$ cat config.mk
export PLATFORM = sky130hd
export DESIGN_NAME = afs_ctrl
export DESIGN_NICKNAME = d
export VERILOG_FILES = /design/src/sv/afs_pkg.sv /design/src/sv/afs_ctrl.sv
export SDC_FILE = /design/constraint.sdc
export NUM_CORES = 1
export LEC_CHECK = 0
export BUFFER_PORTS_ARGS = -buffer_cell sky130_fd_sc_hd__buf_4
export CAP_MARGIN = 20
export CORE_UTILIZATION = 51
export CTS_BUF_LIST = sky130_fd_sc_hd__clkbuf_16
export CTS_CLUSTER_DIAMETER = 30
export DETAILED_ROUTE_END_ITERATION = 10
export PLACE_DENSITY = 0.83
export SKIP_LAST_GASP = 1
export SLEW_MARGIN = 20
export SYNTH_ARGS = -nofsm -noshare
export SYNTH_HDL_FRONTEND = slang
export SYNTH_SLANG_ARGS = --single-unit
$ cat constraint.sdc
create_clock -name clk_i -period 2.2 [get_ports clk_i]
set_input_delay 0 -clock clk_i [delete_from_list [all_inputs] [get_ports clk_i]]
set_output_delay 0 -clock clk_i [all_outputs]
set_load 0.01 [all_outputs]
$ cat src/sv/afs_pkg.sv
// shared types and constants of the animation frame sampler
// no dependencies; imported by every module of the block
package afs_pkg;

  localparam int TIME_W    = 32;
  localparam int FRAME_W   = 12;
  localparam int BLEND_W   = 17;
  localparam int TW_W      = 13;
  localparam int DVD_W     = 49;
  localparam int DVS_W     = 46;
  localparam int DCNT_W    = 6;
  localparam int ADDR_W    = 4;
  localparam logic [BLEND_W-1:0] BLEND_ONE = 17'h10000;

  localparam logic [1:0] REG_CLIP_START = 2'd0;
  localparam logic [1:0] REG_CLIP_END   = 2'd1;
  localparam logic [1:0] REG_LOOPING    = 2'd2;
  localparam logic [1:0] REG_TEX_WIDTH  = 2'd3;

  typedef struct packed {
    logic              mode;
    logic [6:0]        actor;
    logic [TIME_W-1:0] value;
  } item_t;

  typedef struct packed {
    logic [TIME_W-1:0]  play_time;
    logic [FRAME_W-1:0] frame_now;
    logic [FRAME_W-1:0] frame_next;
    logic [BLEND_W-1:0] blend;
  } result_t;

  typedef struct packed {
    logic [TIME_W-1:0] clip_start;
    logic [TIME_W-1:0] clip_end;
    logic              looping;
    logic [TW_W-1:0]   texture_width;
  } cfg_t;

  typedef enum logic [3:0] {
    OP_IDLE,
    OP_CLEAR,
    OP_LATCH,
    OP_SET_NOW,
    OP_SET_AHEAD,
    OP_WRAP_NOW,
    OP_WRAP_AHEAD,
    OP_MUL_NOW,
    OP_MUL_AHEAD,
    OP_FRAME_NOW,
    OP_FRAME_AHEAD,
    OP_DEN,
    OP_BLEND,
    OP_ONE,
    OP_ZERO,
    OP_STORE
  } op_e;

  typedef struct packed {
    op_e  op;
    logic div_go;
  } cmd_t;

  typedef struct packed {
    logic d_pos;
    logic looping;
    logic clr_last;
    logic div_done;
    logic frames_eq;
  } status_t;

endpackage

$ cat src/sv/afs_ctrl.sv
// sequencing state machine of the animation frame sampler
// depends on afs_pkg
module afs_ctrl (
  input  logic              clk_i,
  input  logic              rst_ni,
  input  logic              start_i,
  input  afs_pkg::status_t  status_i,
  output afs_pkg::cmd_t     cmd_o,
  output logic              busy_o,
  output logic              done_o
);
  import afs_pkg::*;

  typedef enum logic [20:0] {
    S_CLEAR  = 21'h000001,
    S_IDLE   = 21'h000002,
    S_READ   = 21'h000004,
    S_SETN   = 21'h000008,
    S_WAITN  = 21'h000010,
    S_WRAPN  = 21'h000020,
    S_SETA   = 21'h000040,
    S_WAITA  = 21'h000080,
    S_WRAPA  = 21'h000100,
    S_MULN   = 21'h000200,
    S_WAITF0 = 21'h000400,
    S_FRN    = 21'h000800,
    S_MULA   = 21'h001000,
    S_WAITF1 = 21'h002000,
    S_FRA    = 21'h004000,
    S_DEN    = 21'h008000,
    S_WAITB  = 21'h010000,
    S_BL     = 21'h020000,
    S_ONE    = 21'h040000,
    S_ZERO   = 21'h080000,
    S_DONE   = 21'h100000
  } state_e;

  state_e state_q, state_d;

  always_ff @(posedge clk_i or negedge rst_ni) begin
    if (!rst_ni) begin
      state_q <= S_CLEAR;
    end else begin
      state_q <= state_d;
    end
  end

  always_comb begin
    state_d      = state_q;
    cmd_o.op     = OP_IDLE;
    cmd_o.div_go = 1'b0;
    unique case (state_q)
      S_CLEAR: begin
        cmd_o.op = OP_CLEAR;
        if (status_i.clr_last) state_d = S_IDLE;
      end
      S_IDLE: begin
        if (start_i) begin
          cmd_o.op = OP_LATCH;
          state_d  = S_READ;
        end
      end
      S_READ: state_d = status_i.d_pos ? S_SETN : S_ZERO;
      S_SETN: begin
        cmd_o.op     = OP_SET_NOW;
        cmd_o.div_go = status_i.looping;
        state_d      = status_i.looping ? S_WAITN : S_SETA;
      end
      S_WAITN: if (status_i.div_done) state_d = S_WRAPN;
      S_WRAPN: begin
        cmd_o.op = OP_WRAP_NOW;
        state_d  = S_SETA;
      end
      S_SETA: begin
        cmd_o.op     = OP_SET_AHEAD;
        cmd_o.div_go = status_i.looping;
        state_d      = status_i.looping ? S_WAITA : S_MULN;
      end
      S_WAITA: if (status_i.div_done) state_d = S_WRAPA;
      S_WRAPA: begin
        cmd_o.op = OP_WRAP_AHEAD;
        state_d  = S_MULN;
      end
      S_MULN: begin
        cmd_o.op     = OP_MUL_NOW;
        cmd_o.div_go = 1'b1;
        state_d      = S_WAITF0;
      end
      S_WAITF0: if (status_i.div_done) state_d = S_FRN;
      S_FRN: begin
        cmd_o.op = OP_FRAME_NOW;
        state_d  = S_MULA;
      end
      S_MULA: begin
        cmd_o.op     = OP_MUL_AHEAD;
        cmd_o.div_go = 1'b1;
        state_d      = S_WAITF1;
      end
      S_WAITF1: if (status_i.div_done) state_d = S_FRA;
      S_FRA: begin
        cmd_o.op = OP_FRAME_AHEAD;
        state_d  = S_DEN;
      end
      S_DEN: begin
        cmd_o.op     = OP_DEN;
        cmd_o.div_go = !status_i.frames_eq;
        state_d      = status_i.frames_eq ? S_ONE : S_WAITB;
      end
      S_WAITB: if (status_i.div_done) state_d = S_BL;
      S_BL: begin
        cmd_o.op = OP_BLEND;
        state_d  = S_DONE;
      end
      S_ONE: begin
        cmd_o.op = OP_ONE;
        state_d  = S_DONE;
      end
      S_ZERO: begin
        cmd_o.op = OP_ZERO;
        state_d  = S_DONE;
      end
      S_DONE: begin
        cmd_o.op = OP_STORE;
        state_d  = S_IDLE;
      end
      default: state_d = S_IDLE;
    endcase
  end

  assign busy_o = (state_q != S_IDLE);
  assign done_o = (state_q == S_DONE);

endmodule

* Word level (Yosys, flattened, before mapping)
Cells that the tools add are included.
Widths: inputs -> output; s select.
** Storage, ports and cells
- Output and inout port bits :: 7
- Bits of input ports :: 8
- Register bits :: 21
** Operators by class
- Reductions and logical operators :: 5
- Mux-type cells :: 15
- Eq/ne operators :: 29
** Operators with widths (count)
- $pmux 21 s18 :: 1
- $mux 21 :: 7
- $pmux 4 s15 :: 1
- $eq 21x1->1 const B :: 1
- $eq 21x10->1 const B :: 1
- $eq 21x11->1 const B :: 1
- $eq 21x12->1 const B :: 1
- $eq 21x13->1 const B :: 1
- $eq 21x14->1 const B :: 1
- $eq 21x15->1 const B :: 1
- $eq 21x16->1 const B :: 1
- $eq 21x17->1 const B :: 1
- $eq 21x18->1 const B :: 1
- $eq 21x19->1 const B :: 1
- $eq 21x2->1 const B :: 1
- $eq 21x20->1 const B :: 1
- $eq 21x21->1 const B :: 1
- $eq 21x3->1 const B :: 1
- $eq 21x4->1 const B :: 1
- $eq 21x5->1 const B :: 1
- $eq 21x6->1 const B :: 1
- $eq 21x7->1 const B :: 1
- $eq 21x8->1 const B :: 1
- $eq 21x9->1 const B :: 1
- other kinds (12) :: 19

* Logic depth before layout (Yosys ltp)
Gate-level depths: netlist of run 1.
- Depth after elaboration :: 3
- Gate-level depth with buffers :: 7

* Worst setup path before layout of run 1
OpenSTA, ideal clock, no wires.
- Path kind :: register -> output
- From :: register state_q[1]
- To :: output cmd_o[2] (netlist bit)
- Path buffers :: 1
- Arrival time :: 2070 ps
- Setup slack :: 130 ps
- Cell stages (with the launch flop) :: 7
- Cell sequence :: dfrtp_1 -> buf_6 -> nor4_4 -> nand4_2 -> nor4b_1 -> nor4_1 -> nand4b_1
** RTL lines
- start, declared :: line afs_ctrl.sv:38 : state_e state_q, state_d;
- start signal, assigned :: line afs_ctrl.sv:44 : state_q <= state_d;
- end, declared :: line afs_ctrl.sv:8 : output afs_pkg::cmd_t cmd_o,

==> results summary, run 1 <==
The run finished, with violations left. The final reports fail on negative setup slack. The max-capacitance violation count came out at 0. The share of flip-flops with an asynchronous set or reset is 1.000.

The CTS clock-pin slew for the worst setup and hold paths came out at 0.06 ns. The worst-case clock skew is 0.004022 ns. TritonCTS built the clock tree. dfrtp_1 takes more of the synthesized area than any other cell. CTS built an H-tree with a depth of 1.

The combined global-route utilization of all metal layers came out at 0.3388. The number of cells produced by synthesis came out at 141. STA classifies the critical path startpoint as a flip-flop. The layout overhead on the synthesized area is 48.39%.

The initial utilization of the core area, before any placement, comes to 0.5382. The worst ir drop on vdd came out at 0.9095 mV. The total congestion overflow after global routing is 0. The cell area after synthesis came out at 0.001321 mm^2. Leaving out fill and tap cells, the most frequent cell in the layout is buf_4.

The synthesized design contains 21 register bits. The top register by number of flip-flops is state_q. The placeable core region is 0.002455 mm^2.

The row count came out at 18. The share of the Yosys chip area taken by registers is 0.3987. The pin count of the biggest net entering global routing came out at 22. Along the worst path, the maximum fanout reaches 5.

The number of antenna violations at the first check in global routing is 0. In this run the power density over the cells is 887.3 mW/mm^2. The total count of max-transition violations in the final report is 0. The root buffer cell chosen for the clock tree is clkbuf_16.

The number of antenna diodes in the final layout is 0. The clock reaches the later pin of the worst-skew pair after 0.26 ns. The number of nets in the final layout came out at 210. The chip width is 52.90 um. The maximum number of buffers from clock root to sink came out at 2.

In the layout the commonest cells are buf_4, nor2_1, dfrtp_1. The number of flops mapped to enable cells by yosys is 0. For this block, the via count after detailed routing is 1471. The ratio of cells with drive above 1 in the final layout is 0.4129. Dividing the synthesized area by the synthesized cell count gives 9.371 um^2. The longest individual stage delay on the worst path came out at 0.46 ns. The cell family contributing the most delay on the critical path is simple AND/OR/NAND/NOR gates. The worst-case hold slack is 0.1619 ns. The total of buffers placed on input and output ports is 14.

Setup repair after global routing could not meet its margin everywhere. Measured along the y axis, the die boundary spans 52.90 um. For this design, the slowest cell found on the critical path is dfrtp_2. For the pin with the worst max-slew slack, the measured transition is 0.5125 ns.

After detailed routing, the number of vias per cell comes to 6.368. The number of buffers created by CTS is 3. The fraction of the cycle the final worst path needs came out at 1.058. The final weighted congestion of routability-driven global placement is 0.9376.

In this run the worst hold path is classified as primary input to async pin. The count of endpoints failing hold in the final timing report came to 0. The highest attainable clock frequency came out at 429.8 MHz. Among the stages of the critical path, the cell type that occurs most often is buf_4.

Subtracting the final worst setup slack from the clock period gives 2.327 ns. The clock sink count came out at 21. Headroom to the max-slew limit came out at 0.6557. Once detailed placement completed, the half-perimeter wirelength came to 2.804 mm. The largest registers in the layout are state_q x21.

The remaining number of nets flagged by the antenna check after routing is 0. Traced cell by cell, the critical path runs through nor4_4 -> buf_4 -> nand3_2 -> or4_4 -> nor2_1 -> nor2b_1 -> nand4b_1 -> buf_4. The worst reg-to-reg setup slack came out at -0.12 ns. The register with the most flip-flops in the layout has 21 of them. Once layout is complete, the utilization of the core stands at 0.7987.

The number of setup violations in the final report came out at 13. The setup slack after layout is -0.1267 ns. For this run, the leading register cell type out of synthesis is dfrtp_1.

For this design the top-level I/O count stands at 15. The number of global-route vias before repair came to 1369. The global-route wire length before repair came out at 6.610 mm. The total number of yosys warnings came out at 0. The number of search-and-repair iterations in the first detailed-routing pass is 5.

At the worst endpoint, the required time is 2.20 ns. STA classifies the critical path endpoint as an output pin. The remaining design rule violation count came out at 0.

The critical path is of the flip-flop to output pin type. Summed over all cells, the static leakage comes to 0.9533 nW. The final layout contains routed wiring with a total length of 4.579 mm.

The number of DRC markers in iteration 0 came out at 84. The number of buffer and inverter stages on the critical path came out at 2. The number of distinct library cells after synthesis is 40. The fraction of synthesized cell area taken by the top area cell type came out at 0.3788. Yosys attributes the largest share of cell area to dfrtp_1, nor2_1, nor4_4, nand3b_1, nand2_1. The synthesized netlist net count came out at 149. The die outline area is 0.002798 mm^2. The average wire length per cell after detail routing came out at 19.82 um. For the worst setup path, the data arrival time is 2.33 ns.
[report_power, final]
| part | leakage [nW] | switching (W) | total [W] | internal [W] |
|---|---|---|---|---|
| Combinational | 0.633 | 0.000471 | 0.000883 | 0.000412 |
| Clock | 0.0409 | 0.000153 | 0.000397 | 0.000245 |
| Sequential | 0.280 | 0.0000435 | 0.000459 | 0.000416 |
[synthesized netlist by cell type (3+ instances only)]
| library cell | instances |
|---|---|
| nand2_1 | 10 |
| nor4_1 | 6 |
| nand4b_1 | 3 |
| xor2_1 | 4 |
| dfrtp_1 | 20 |
| inv_1 | 9 |
| a22o_1 | 3 |
| nor3_1 | 7 |
| a21oi_1 | 4 |
| o21ai_0 | 7 |
| nor2_1 | 21 |
| and2_1 | 3 |
| nand3b_1 | 6 |
| nor4_4 | 3 |
| nand3_1 | 4 |
[layout make-up]
cell class	instances	area, um^2
Timing Repair Buffer	57	449.2
Sequential cell	21	531.8
Clock inverter	1	5.005
Multi-Input combinational cell	110	828.3
Clock buffer	3	75.07
Inverter	9	33.78
Tap cell	30	37.54
Fill cell	140	494.2
[metrics by stage]
step / worst slack (ns) / TNS, ns / total power [W] / cells / area (um^2)
6_report: -0.1267 / -0.9964 / 0.001740 / 231 / 1961
2_1_floorplan: 0.1304 / 0 / 0.0009034 / 141 / 1321
5_1_grt: -0.2301 / -2.552 / 0.001808 / 231 / 1961
4_1_cts: -0.1240 / -0.4747 / 0.001667 / 228 / 1912
3_3_place_gp: -0.007704 / -0.007704 / 0.001129 / 206 / 1618
3_5_place_dp: 0.006723 / 0 / 0.001152 / 206 / 1618
[worst paths after layout]
| check | start | endpoint | cells after the start |
|---|---|---|---|
| hold reg to reg | state_q[13] | state_q[13] | 1 |
| setup / recovery | state_q[2] | cmd_o[2] | 8 |
| setup reg to reg | state_q[11] | state_q[1] | 8 |
| min in group clk_i | status_i[2] | state_q[0] | 3 |
| hold / removal | rst_ni | state_q[10] | 2 |
| max in group asynchronous | rst_ni | state_q[0] | 2 |
[cells by family (layout without fill, tap and decap cells)]
group / Yosys count / count (layout) / share of synthesized area
compound gates: 22 / 22 / 0.1155
xor+xnor: 5 / 5 / 0.03314
buf+inv: 10 / 70 / 0.03409
flops: 21 / 21 / 0.3987
simple gates: 83 / 83 / 0.4186
[repair_timing]
item,in CTS,in global routing
gates resized for setup,14,8
pin swaps,10,4
gates cloned,0,0
endpoints found under the hold margin,29,0
hold buffers,7,0
endpoints found under the setup margin,11,18
setup buffers,12,3
[per-layer routing]
layer  vias up  part of all wire  track usage  routed length (um)
li1        638                 -            -                   -
met3        26             0.091      0.07184                 418
met2       105              0.47       0.5380                2158
met5         -                 0            0                   0
met1       702              0.39       0.4242                1803
met4         0             0.043       0.1842                 199
Note: power is estimated with default switching activity, not from simulation.
==> inputs of run 2 (changes only) <==
CORE_MARGIN = 3   (was default)
RECOVER_POWER = 50   (was default)
==> run 2 against run 1 <==
Effect of this change:
- the flow finishes with violations (negative hold slack, negative setup slack)
- clock power fell by 3%
- sequential power is 0.9% lower
- fmax fell by 2.8%
- sequential cell count stayed put
- power is 3.4% higher
- critical path type unchanged
- critical endpoint is now cmd_o[0]
==> results summary, run 2 (synthesis gave the netlist of run 1 again) <==
The placeable core region came out at 0.002340 mm^2 (was 0.002455 mm^2). The layout overhead on the synthesized area came to 52.56% (was 48.39%). The die height is 56.90 um (was 52.90 um). The standby leakage power came out at 0.9550 nW (was 0.9533 nW).

The number of DRC markers in iteration 0 is 184 (was 84). The setup TNS came to -1.477 ns (was -0.9964 ns). The total count of max-transition violations in the final report came out at 0 (unchanged). Run status: complete, but fails checks (unchanged). Unrepaired setup endpoints after global routing: true (unchanged). The power per cell area was 892.6 mW/mm^2 (was 887.3 mW/mm^2). The switching component of the power is 0.0007185 W (was 0.0006675 W). The highest attainable clock frequency is 417.6 MHz (was 429.8 MHz). The worst-case hold slack came out at -0.001374 ns (was 0.1619 ns). The most frequent standard cell in the layout excluding fill and tap cells is buf_4 (unchanged). The chip width was 56.90 um (was 52.90 um).

The half-perimeter wire length after placement came to 2.820 mm (was 2.804 mm). The total area of sequential cells came out at 530.5 um^2 (was 531.8 um^2). The count of endpoints failing hold in the final timing report is 1 (was 0). The worst min-delay path class was primary input to flip-flop (was primary input to async pin). The number of setup violations in the final report came out at 16 (was 13). The signal arrival time at the worst endpoint came out at 2.39 ns (was 2.33 ns). The maximum number of buffers from clock root to sink is 2 (unchanged).

The global-route wire length before repair is 6.458 mm (was 6.610 mm). Most frequent cells in the layout: buf_4, nor2_1, dfrtp_1 (unchanged). The combinational power share was 0.532 (was 0.508). The maximum level of the CTS H-tree came out at 1 (unchanged). Registers with the most flip-flops: state_q x21 (unchanged). The clock latency at the later pin of the worst-skew pair is 0.26 ns (about the same). The worst path required time came to 2.20 ns (about the same).

The die outline area was 0.003238 mm^2 (was 0.002798 mm^2). The clock sink count is 21 (unchanged). Failing checks: negative hold slack, negative setup slack (was negative setup slack). The number of global-route vias before repair is 1400 (was 1369). The clock network fraction of total power is 0.215 (was 0.228). The average wire length per cell after detail routing came to 23.04 um (was 19.82 um). The total congestion overflow after global routing came out at 0 (unchanged). The internal portion of total power is 0.001081 W (was 0.001072 W). The total of buffers placed on input and output ports is 14 (unchanged). The number of non-filler instances in the completed layout is 228 (was 231). The highest net fanout along the worst path came out at 5 (unchanged). The via count came out at 1537 (was 1471).

The number of search-and-repair iterations in the first detailed-routing pass is 5 (unchanged). The ratio of cells with drive above 1 in the final layout is 0.4300 (was 0.4129). The root buffer cell is clkbuf_16 (unchanged). The normalized max-slew margin came to 0.2170 (was 0.6557).

The remaining design rule violation count is 0 (unchanged). The part of the total power dissipated in sequential elements is 0.253 (was 0.264). The clock tree from TritonCTS is done (unchanged).

The worst ir drop on vdd came out at 0.6716 mV (was 0.9095 mV). The flip-flop count of the largest register, all copies and words added is 21 (unchanged). The setup slack after layout is -0.1946 ns (was -0.1267 ns).

The worst-case clock skew is 0.003451 ns (was 0.004022 ns). The count of inserted antenna diode cells came to 0 (unchanged). The number of nets in the final layout is 209 (was 210). The category of the worst setup path launch point is a flip-flop (unchanged). The count of fill cells added during filler insertion came out at 110 (was 140). The total instance count after detailed placement came out at 203 (was 206). The post-route core utilization came out at 0.8615 (was 0.7987). The number of vias per cell is 6.741 (was 6.368).

The fraction of the cycle the final worst path needs is 1.088 (was 1.058). The top register by number of flip-flops was state_q (unchanged). The max-capacitance violation count came out at 0 (unchanged). The starting density of the core was 0.5647 (was 0.5382).

The final critical path time including I/O delays and setup came out at 2.395 ns (was 2.327 ns). The kind of critical path is flip-flop to output pin (unchanged). The area used by multi-input combinational logic came out at 898.4 um^2 (was 828.3 um^2). The total routed wirelength is 5.253 mm (was 4.579 mm). The remaining number of nets flagged by the antenna check after routing is 0 (unchanged). The switching share of power came out at 0.3993 (was 0.3837). The CTS clock-pin slew for the worst setup and hold paths is 0.06 ns (about the same).

The pin count of the biggest net entering global routing came to 22 (unchanged). The final weighted congestion of routability-driven global placement came out at 0.9570 (was 0.9376). The worst reg-to-reg setup slack is -0.14 ns (was -0.12 ns). The row count is 17 (was 18). The number of buffers created by CTS is 3 (unchanged). The combined global-route utilization of all metal layers came out at 0.2567 (was 0.3388).

The number of antenna violations at the first check in global routing is 0 (unchanged). The I/O pin total is 15 (unchanged). The pin slew with the least headroom to its limit came out at 1.174 ns (was 0.5125 ns). The critical path endpoint category is an output pin (unchanged).
[run 2: cell types whose count changed in the layout (fill, tap and decap cells not counted), moves of 2 or more]
| cell | before | now |
|---|---|---|
| nor4_1 | 5 | 1 |
| nor4_2 | 2 | 5 |
| buf_4 | 49 | 47 |
| nor4b_4 | 0 | 2 |
[run 2: cell type report]
cell class / count / share of cell area
tap: 28 / 0.01738
timing repair buffer: 56 / 0.2179
sequential: 21 / 0.2632
multi-input combinational: 110 / 0.4457
clock buffer: 3 / 0.03724
clock inverter: 1 / 0.001862
inverter: 9 / 0.01676
[run 2: final timing paths]
check                            startpoint           to  cells past startpoint
worst max-delay path            state_q[13]     cmd_o[0]                      7
max in group asynchronous            rst_ni  state_q[12]                      2
worst min register to register   state_q[0]   state_q[0]                      2
worst max register to register   state_q[5]  state_q[13]                      8
min in group asynchronous            rst_ni   state_q[1]                      2
worst min-delay path                start_i   state_q[2]                      2
[run 2: critical path, cell delays in order (launching register included)]
cell and delay (ns):
dfrtp_1 0.47, nor4_2 0.30, buf_4 0.20, nand2_2 0.12, or4_4 0.47, or3_4 0.40, nand3_2 0.09, buf_6 0.10
[run 2: per-layer routing]
metal	vias up	part of all wire	wire length, um	GRT usage
li1	641	-	-	-
met1	730	0.37	1963	0.3348
met2	131	0.48	2510	0.4078
met3	35	0.096	504	0.04828
met4	0	0.052	274	0.1225
met5	-	0	0	0
[run 2: timing repair]
item	CTS	global route
buffers inserted	4	11
setup endpoints to repair	5	19
hold buffers	6	0
pin swaps	6	13
endpoints found under the hold margin	27	0
cloned	0	0
resized for setup	7	24
[run 2: power by group through the flow]
stage / Combinational (W) / Clock, W / Sequential, W
5_1_grt: 0.00102 / 0.000407 / 0.000456
3_5_place_dp: 0.000713 / 0 / 0.000459
4_1_cts: 0.000785 / 0.000380 / 0.000452
3_3_place_gp: 0.000693 / 0 / 0.000458
2_1_floorplan: 0.000454 / 0 / 0.000449
6_report: 0.000958 / 0.000387 / 0.000455
[run 2: metrics by stage]
stage	area [um^2]	worst slack [ns]	power, W
finish	2016	-0.1946	0.001799
global route	2016	-0.2205	0.001879
CTS	1802	-0.1621	0.001617
detailed placement	1608	0.07587	0.001172
global placement	1608	0.03126	0.001151
floorplan	1321	0.1304	0.0009034
==> inputs of run 3 (changes only) <==
CELL_PAD_IN_SITES_DETAIL_PLACEMENT = 1   (was default)
CELL_PAD_IN_SITES_GLOBAL_PLACEMENT = 1   (was default)
CORE_UTILIZATION = 40   (was 51)
PLACE_DENSITY = 0.84   (was 0.83)
==> run 3 against run 2 <==
Effect of this change:
- the flow finishes with violations (negative setup slack)
- worst hold slack improved by 0.46 ns
- clock power rose by 7.0%
- worst setup slack got worse by 0.16 ns
- sequential power rose by 0.9%
- power rose by 14%
- sequential share of layout area fell by 1.0 points
- routed wire length rose by 38%
- die area rose by 24%
- first-iteration DRC count rose by 11%
- global-route usage rose by 7.8 points
- clock skew rose by 0.0076 ns
- highest routed layer unchanged
==> results summary, run 3 (synthesis gave the netlist of run 1 again) <==
The I/O pin total was 15 (unchanged). The number of DRC markers in iteration 0 came out at 204 (was 184). Failing checks: negative setup slack (was negative hold slack, negative setup slack).

The chip width came out at 63.48 um (was 56.90 um). The pin slew with the least headroom to its limit was 1.233 ns (was 1.174 ns). The worst path required time came out at 2.20 ns (about the same). The number of setup violations in the final report was 19 (was 16). The clock sink count is 21 (unchanged). The highest attainable clock frequency came out at 391.0 MHz (was 417.6 MHz).

The number of global-route vias before repair came out at 1647 (was 1400). The signal arrival time at the worst endpoint is 2.56 ns (was 2.39 ns). The ratio of cells with drive above 1 in the final layout is 0.4396 (was 0.4300).

The most frequent standard cell in the layout excluding fill and tap cells is buf_4 (unchanged). The total instance count after detailed placement is 219 (was 203). The number of antenna violations at the first check in global routing is 0 (unchanged). The flip-flop count of the largest register, all copies and words added is 21 (unchanged). The power per cell area is 983.5 mW/mm^2 (was 892.6 mW/mm^2). The finished layout cell area came out at 0.002083 mm^2 (was 0.002016 mm^2). The maximum level of the CTS H-tree came to 1 (unchanged).

The worst ir drop on vdd is 0.7569 mV (was 0.6716 mV). The placeable core region was 0.003103 mm^2 (was 0.002340 mm^2). The total routed wirelength is 7.259 mm (was 5.253 mm).

Most frequent cells in the layout: buf_4, dfrtp_1, nor2_1 (was buf_4, nor2_1, dfrtp_1). The starting density of the core came out at 0.4258 (was 0.5647). The setup slack after layout was -0.3574 ns (was -0.1946 ns). The top register by number of flip-flops is state_q (unchanged). The remaining number of nets flagged by the antenna check after routing was 0 (unchanged).

The worst min-delay path class is primary input to flip-flop (unchanged). The category of the worst setup path launch point is a flip-flop (unchanged). The worst reg-to-reg setup slack is -0.22 ns (was -0.14 ns). The max-capacitance violation count came out at 0 (unchanged). The fraction of the cycle the final worst path needs came out at 1.162 (was 1.088). The count of fill cells added during filler insertion came out at 359 (was 110). The die height came out at 63.48 um (was 56.90 um).

The half-perimeter wire length after placement is 3.349 mm (was 2.820 mm). The kind of critical path is flip-flop to output pin (unchanged). The minimum setup slack after placement is 0.01036 ns (was 0.07587 ns). Registers with the most flip-flops: state_q x21 (unchanged). The number of non-filler instances in the completed layout came out at 251 (was 228).

The worst-case clock skew is 0.01103 ns (was 0.003451 ns). The die outline area came to 0.004029 mm^2 (was 0.003238 mm^2). The total count of max-transition violations in the final report is 0 (unchanged). The number of nets in the final layout is 216 (was 209). The standby leakage power is 0.9957 nW (was 0.9550 nW). The combined global-route utilization of all metal layers is 0.3345 (was 0.2567). The setup TNS came out at -3.534 ns (was -1.477 ns).

The row count is 20 (was 17). The area of placed instances was 0.001628 mm^2 (was 0.001608 mm^2). The total congestion overflow after global routing came out at 0 (unchanged). The critical path endpoint category is an output pin (unchanged).

The remaining design rule violation count is 0 (unchanged). The normalized max-slew margin came to 0.1779 (was 0.2170). The pin count of the biggest net entering global routing is 22 (unchanged).

The layout overhead on the synthesized area was 57.67% (was 52.56%). Unrepaired setup endpoints after global routing: true (unchanged). The global-route wire length before repair is 9.804 mm (was 6.458 mm). The number of vias per cell is 6.673 (was 6.741). The longest individual stage delay on the worst path was 0.56 ns (was 0.47 ns). The CTS clock-pin slew for the worst setup and hold paths came out at 0.05 ns (was 0.06 ns).

The highest net fanout along the worst path is 3 (was 5). The root buffer cell is clkbuf_16 (unchanged). The worst-path cell with the longest stage delay is or4_4 (was dfrtp_1).

The clock tree from TritonCTS is done (unchanged). The maximum number of buffers from clock root to sink is 2 (unchanged). The count of inserted antenna diode cells is 0 (unchanged). The final weighted congestion of routability-driven global placement is 0.9413 (was 0.9570). The clock latency at the later pin of the worst-skew pair is 0.27 ns (was 0.26 ns). The cell repeated most along the worst path is buf_4. The average wire length per cell after detail routing is 28.92 um (was 23.04 um). Run status: complete, but fails checks (unchanged). Crit path cell chain: nor4_4 -> buf_4 -> nand3_2 -> or4_4 -> nor2_1 -> nor4_1 -> nand4_1 -> buf_4 (was nor4_2 -> buf_4 -> nand2_2 -> or4_4 -> or3_4 -> nand3_2 -> buf_6). The final critical path time including I/O delays and setup came to 2.557 ns (was 2.395 ns).

The total of buffers placed on input and output ports came to 14 (unchanged). The via count was 1675 (was 1537). The number of search-and-repair iterations in the first detailed-routing pass is 5 (unchanged).

The number of buffers created by CTS is 3 (unchanged). The count of endpoints failing hold in the final timing report was 0 (was 1).
-- run 3: cell types whose count changed in the layout (fill, tap and decap cells not counted), sizes merged --
cell         change
buf              +6
inv              -1
clkinv           +1
dlygate4sd3      +1
-- run 3: where the power goes --
part / total [W] / internal, W / switching, W
clock network: 0.000414 / 0.000245 / 0.000168
registers: 0.000459 / 0.000414 / 0.0000446
logic: 0.00118 / 0.000525 / 0.000652
-- run 3: worst paths after layout --
kind                                  start     endpoint  cells after the start
max in group asynchronous            rst_ni  state_q[17]                      2
worst max register to register   state_q[5]  state_q[10]                      8
worst max-delay path             state_q[5]     cmd_o[1]                      8
min in group asynchronous            rst_ni  state_q[16]                      2
worst min-delay path            status_i[4]  state_q[19]                      3
worst min register to register  state_q[10]  state_q[10]                      1
-- run 3: area by class of cell --
| cell class | instances | area, um^2 | area share |
|---|---|---|---|
| flip-flops and latches | 21 | 526.8 | 0.2529 |
| inverters | 9 | 33.78 | 0.01622 |
| well taps | 44 | 55.05 | 0.02643 |
| multi-input cells | 110 | 877.1 | 0.4210 |
| repair buffers | 63 | 510.5 | 0.2450 |
| clock buffers | 3 | 75.07 | 0.03604 |
| clock inverters | 1 | 5.005 | 0.002402 |
-- run 3: worst max-delay path, delay by kind of cell (launching register included) --
family	cells	cell delay, ns
buffers and inverters	2	0.33
and+or+nand+nor	6	1.53
DFF	1	0.42
-- run 3: what timing repair did --
item	4_1_cts	5_1_grt
pin swaps	12	10
gates resized for setup	10	18
hold buffers	7	0
setup endpoints to repair	15	21
buffers inserted	13	8
endpoints found under the hold margin	28	0
-- run 3: per-layer routing --
metal / track usage / routed length, um / up-vias
li1: - / - / 657
met1: 0.3806 / 2710 / 813
met2: 0.5554 / 3313 / 148
met3: 0.09626 / 745 / 57
met4: 0.1914 / 489 / 0
met5: 0 / 0 / -
-- run 3: metrics by stage --
step	total power, W	hold slack [ns]	utilization
4_1_cts	0.001720	0.1702	0.6202
3_3_place_gp	0.001138	-0.1004	0.5246
2_1_floorplan	0.0009034	-0.2956	-
5_1_grt	0.002105	0.4737	0.6714
6_report	0.002049	0.4582	0.6714
3_5_place_dp	0.001181	-0.09043	0.5246
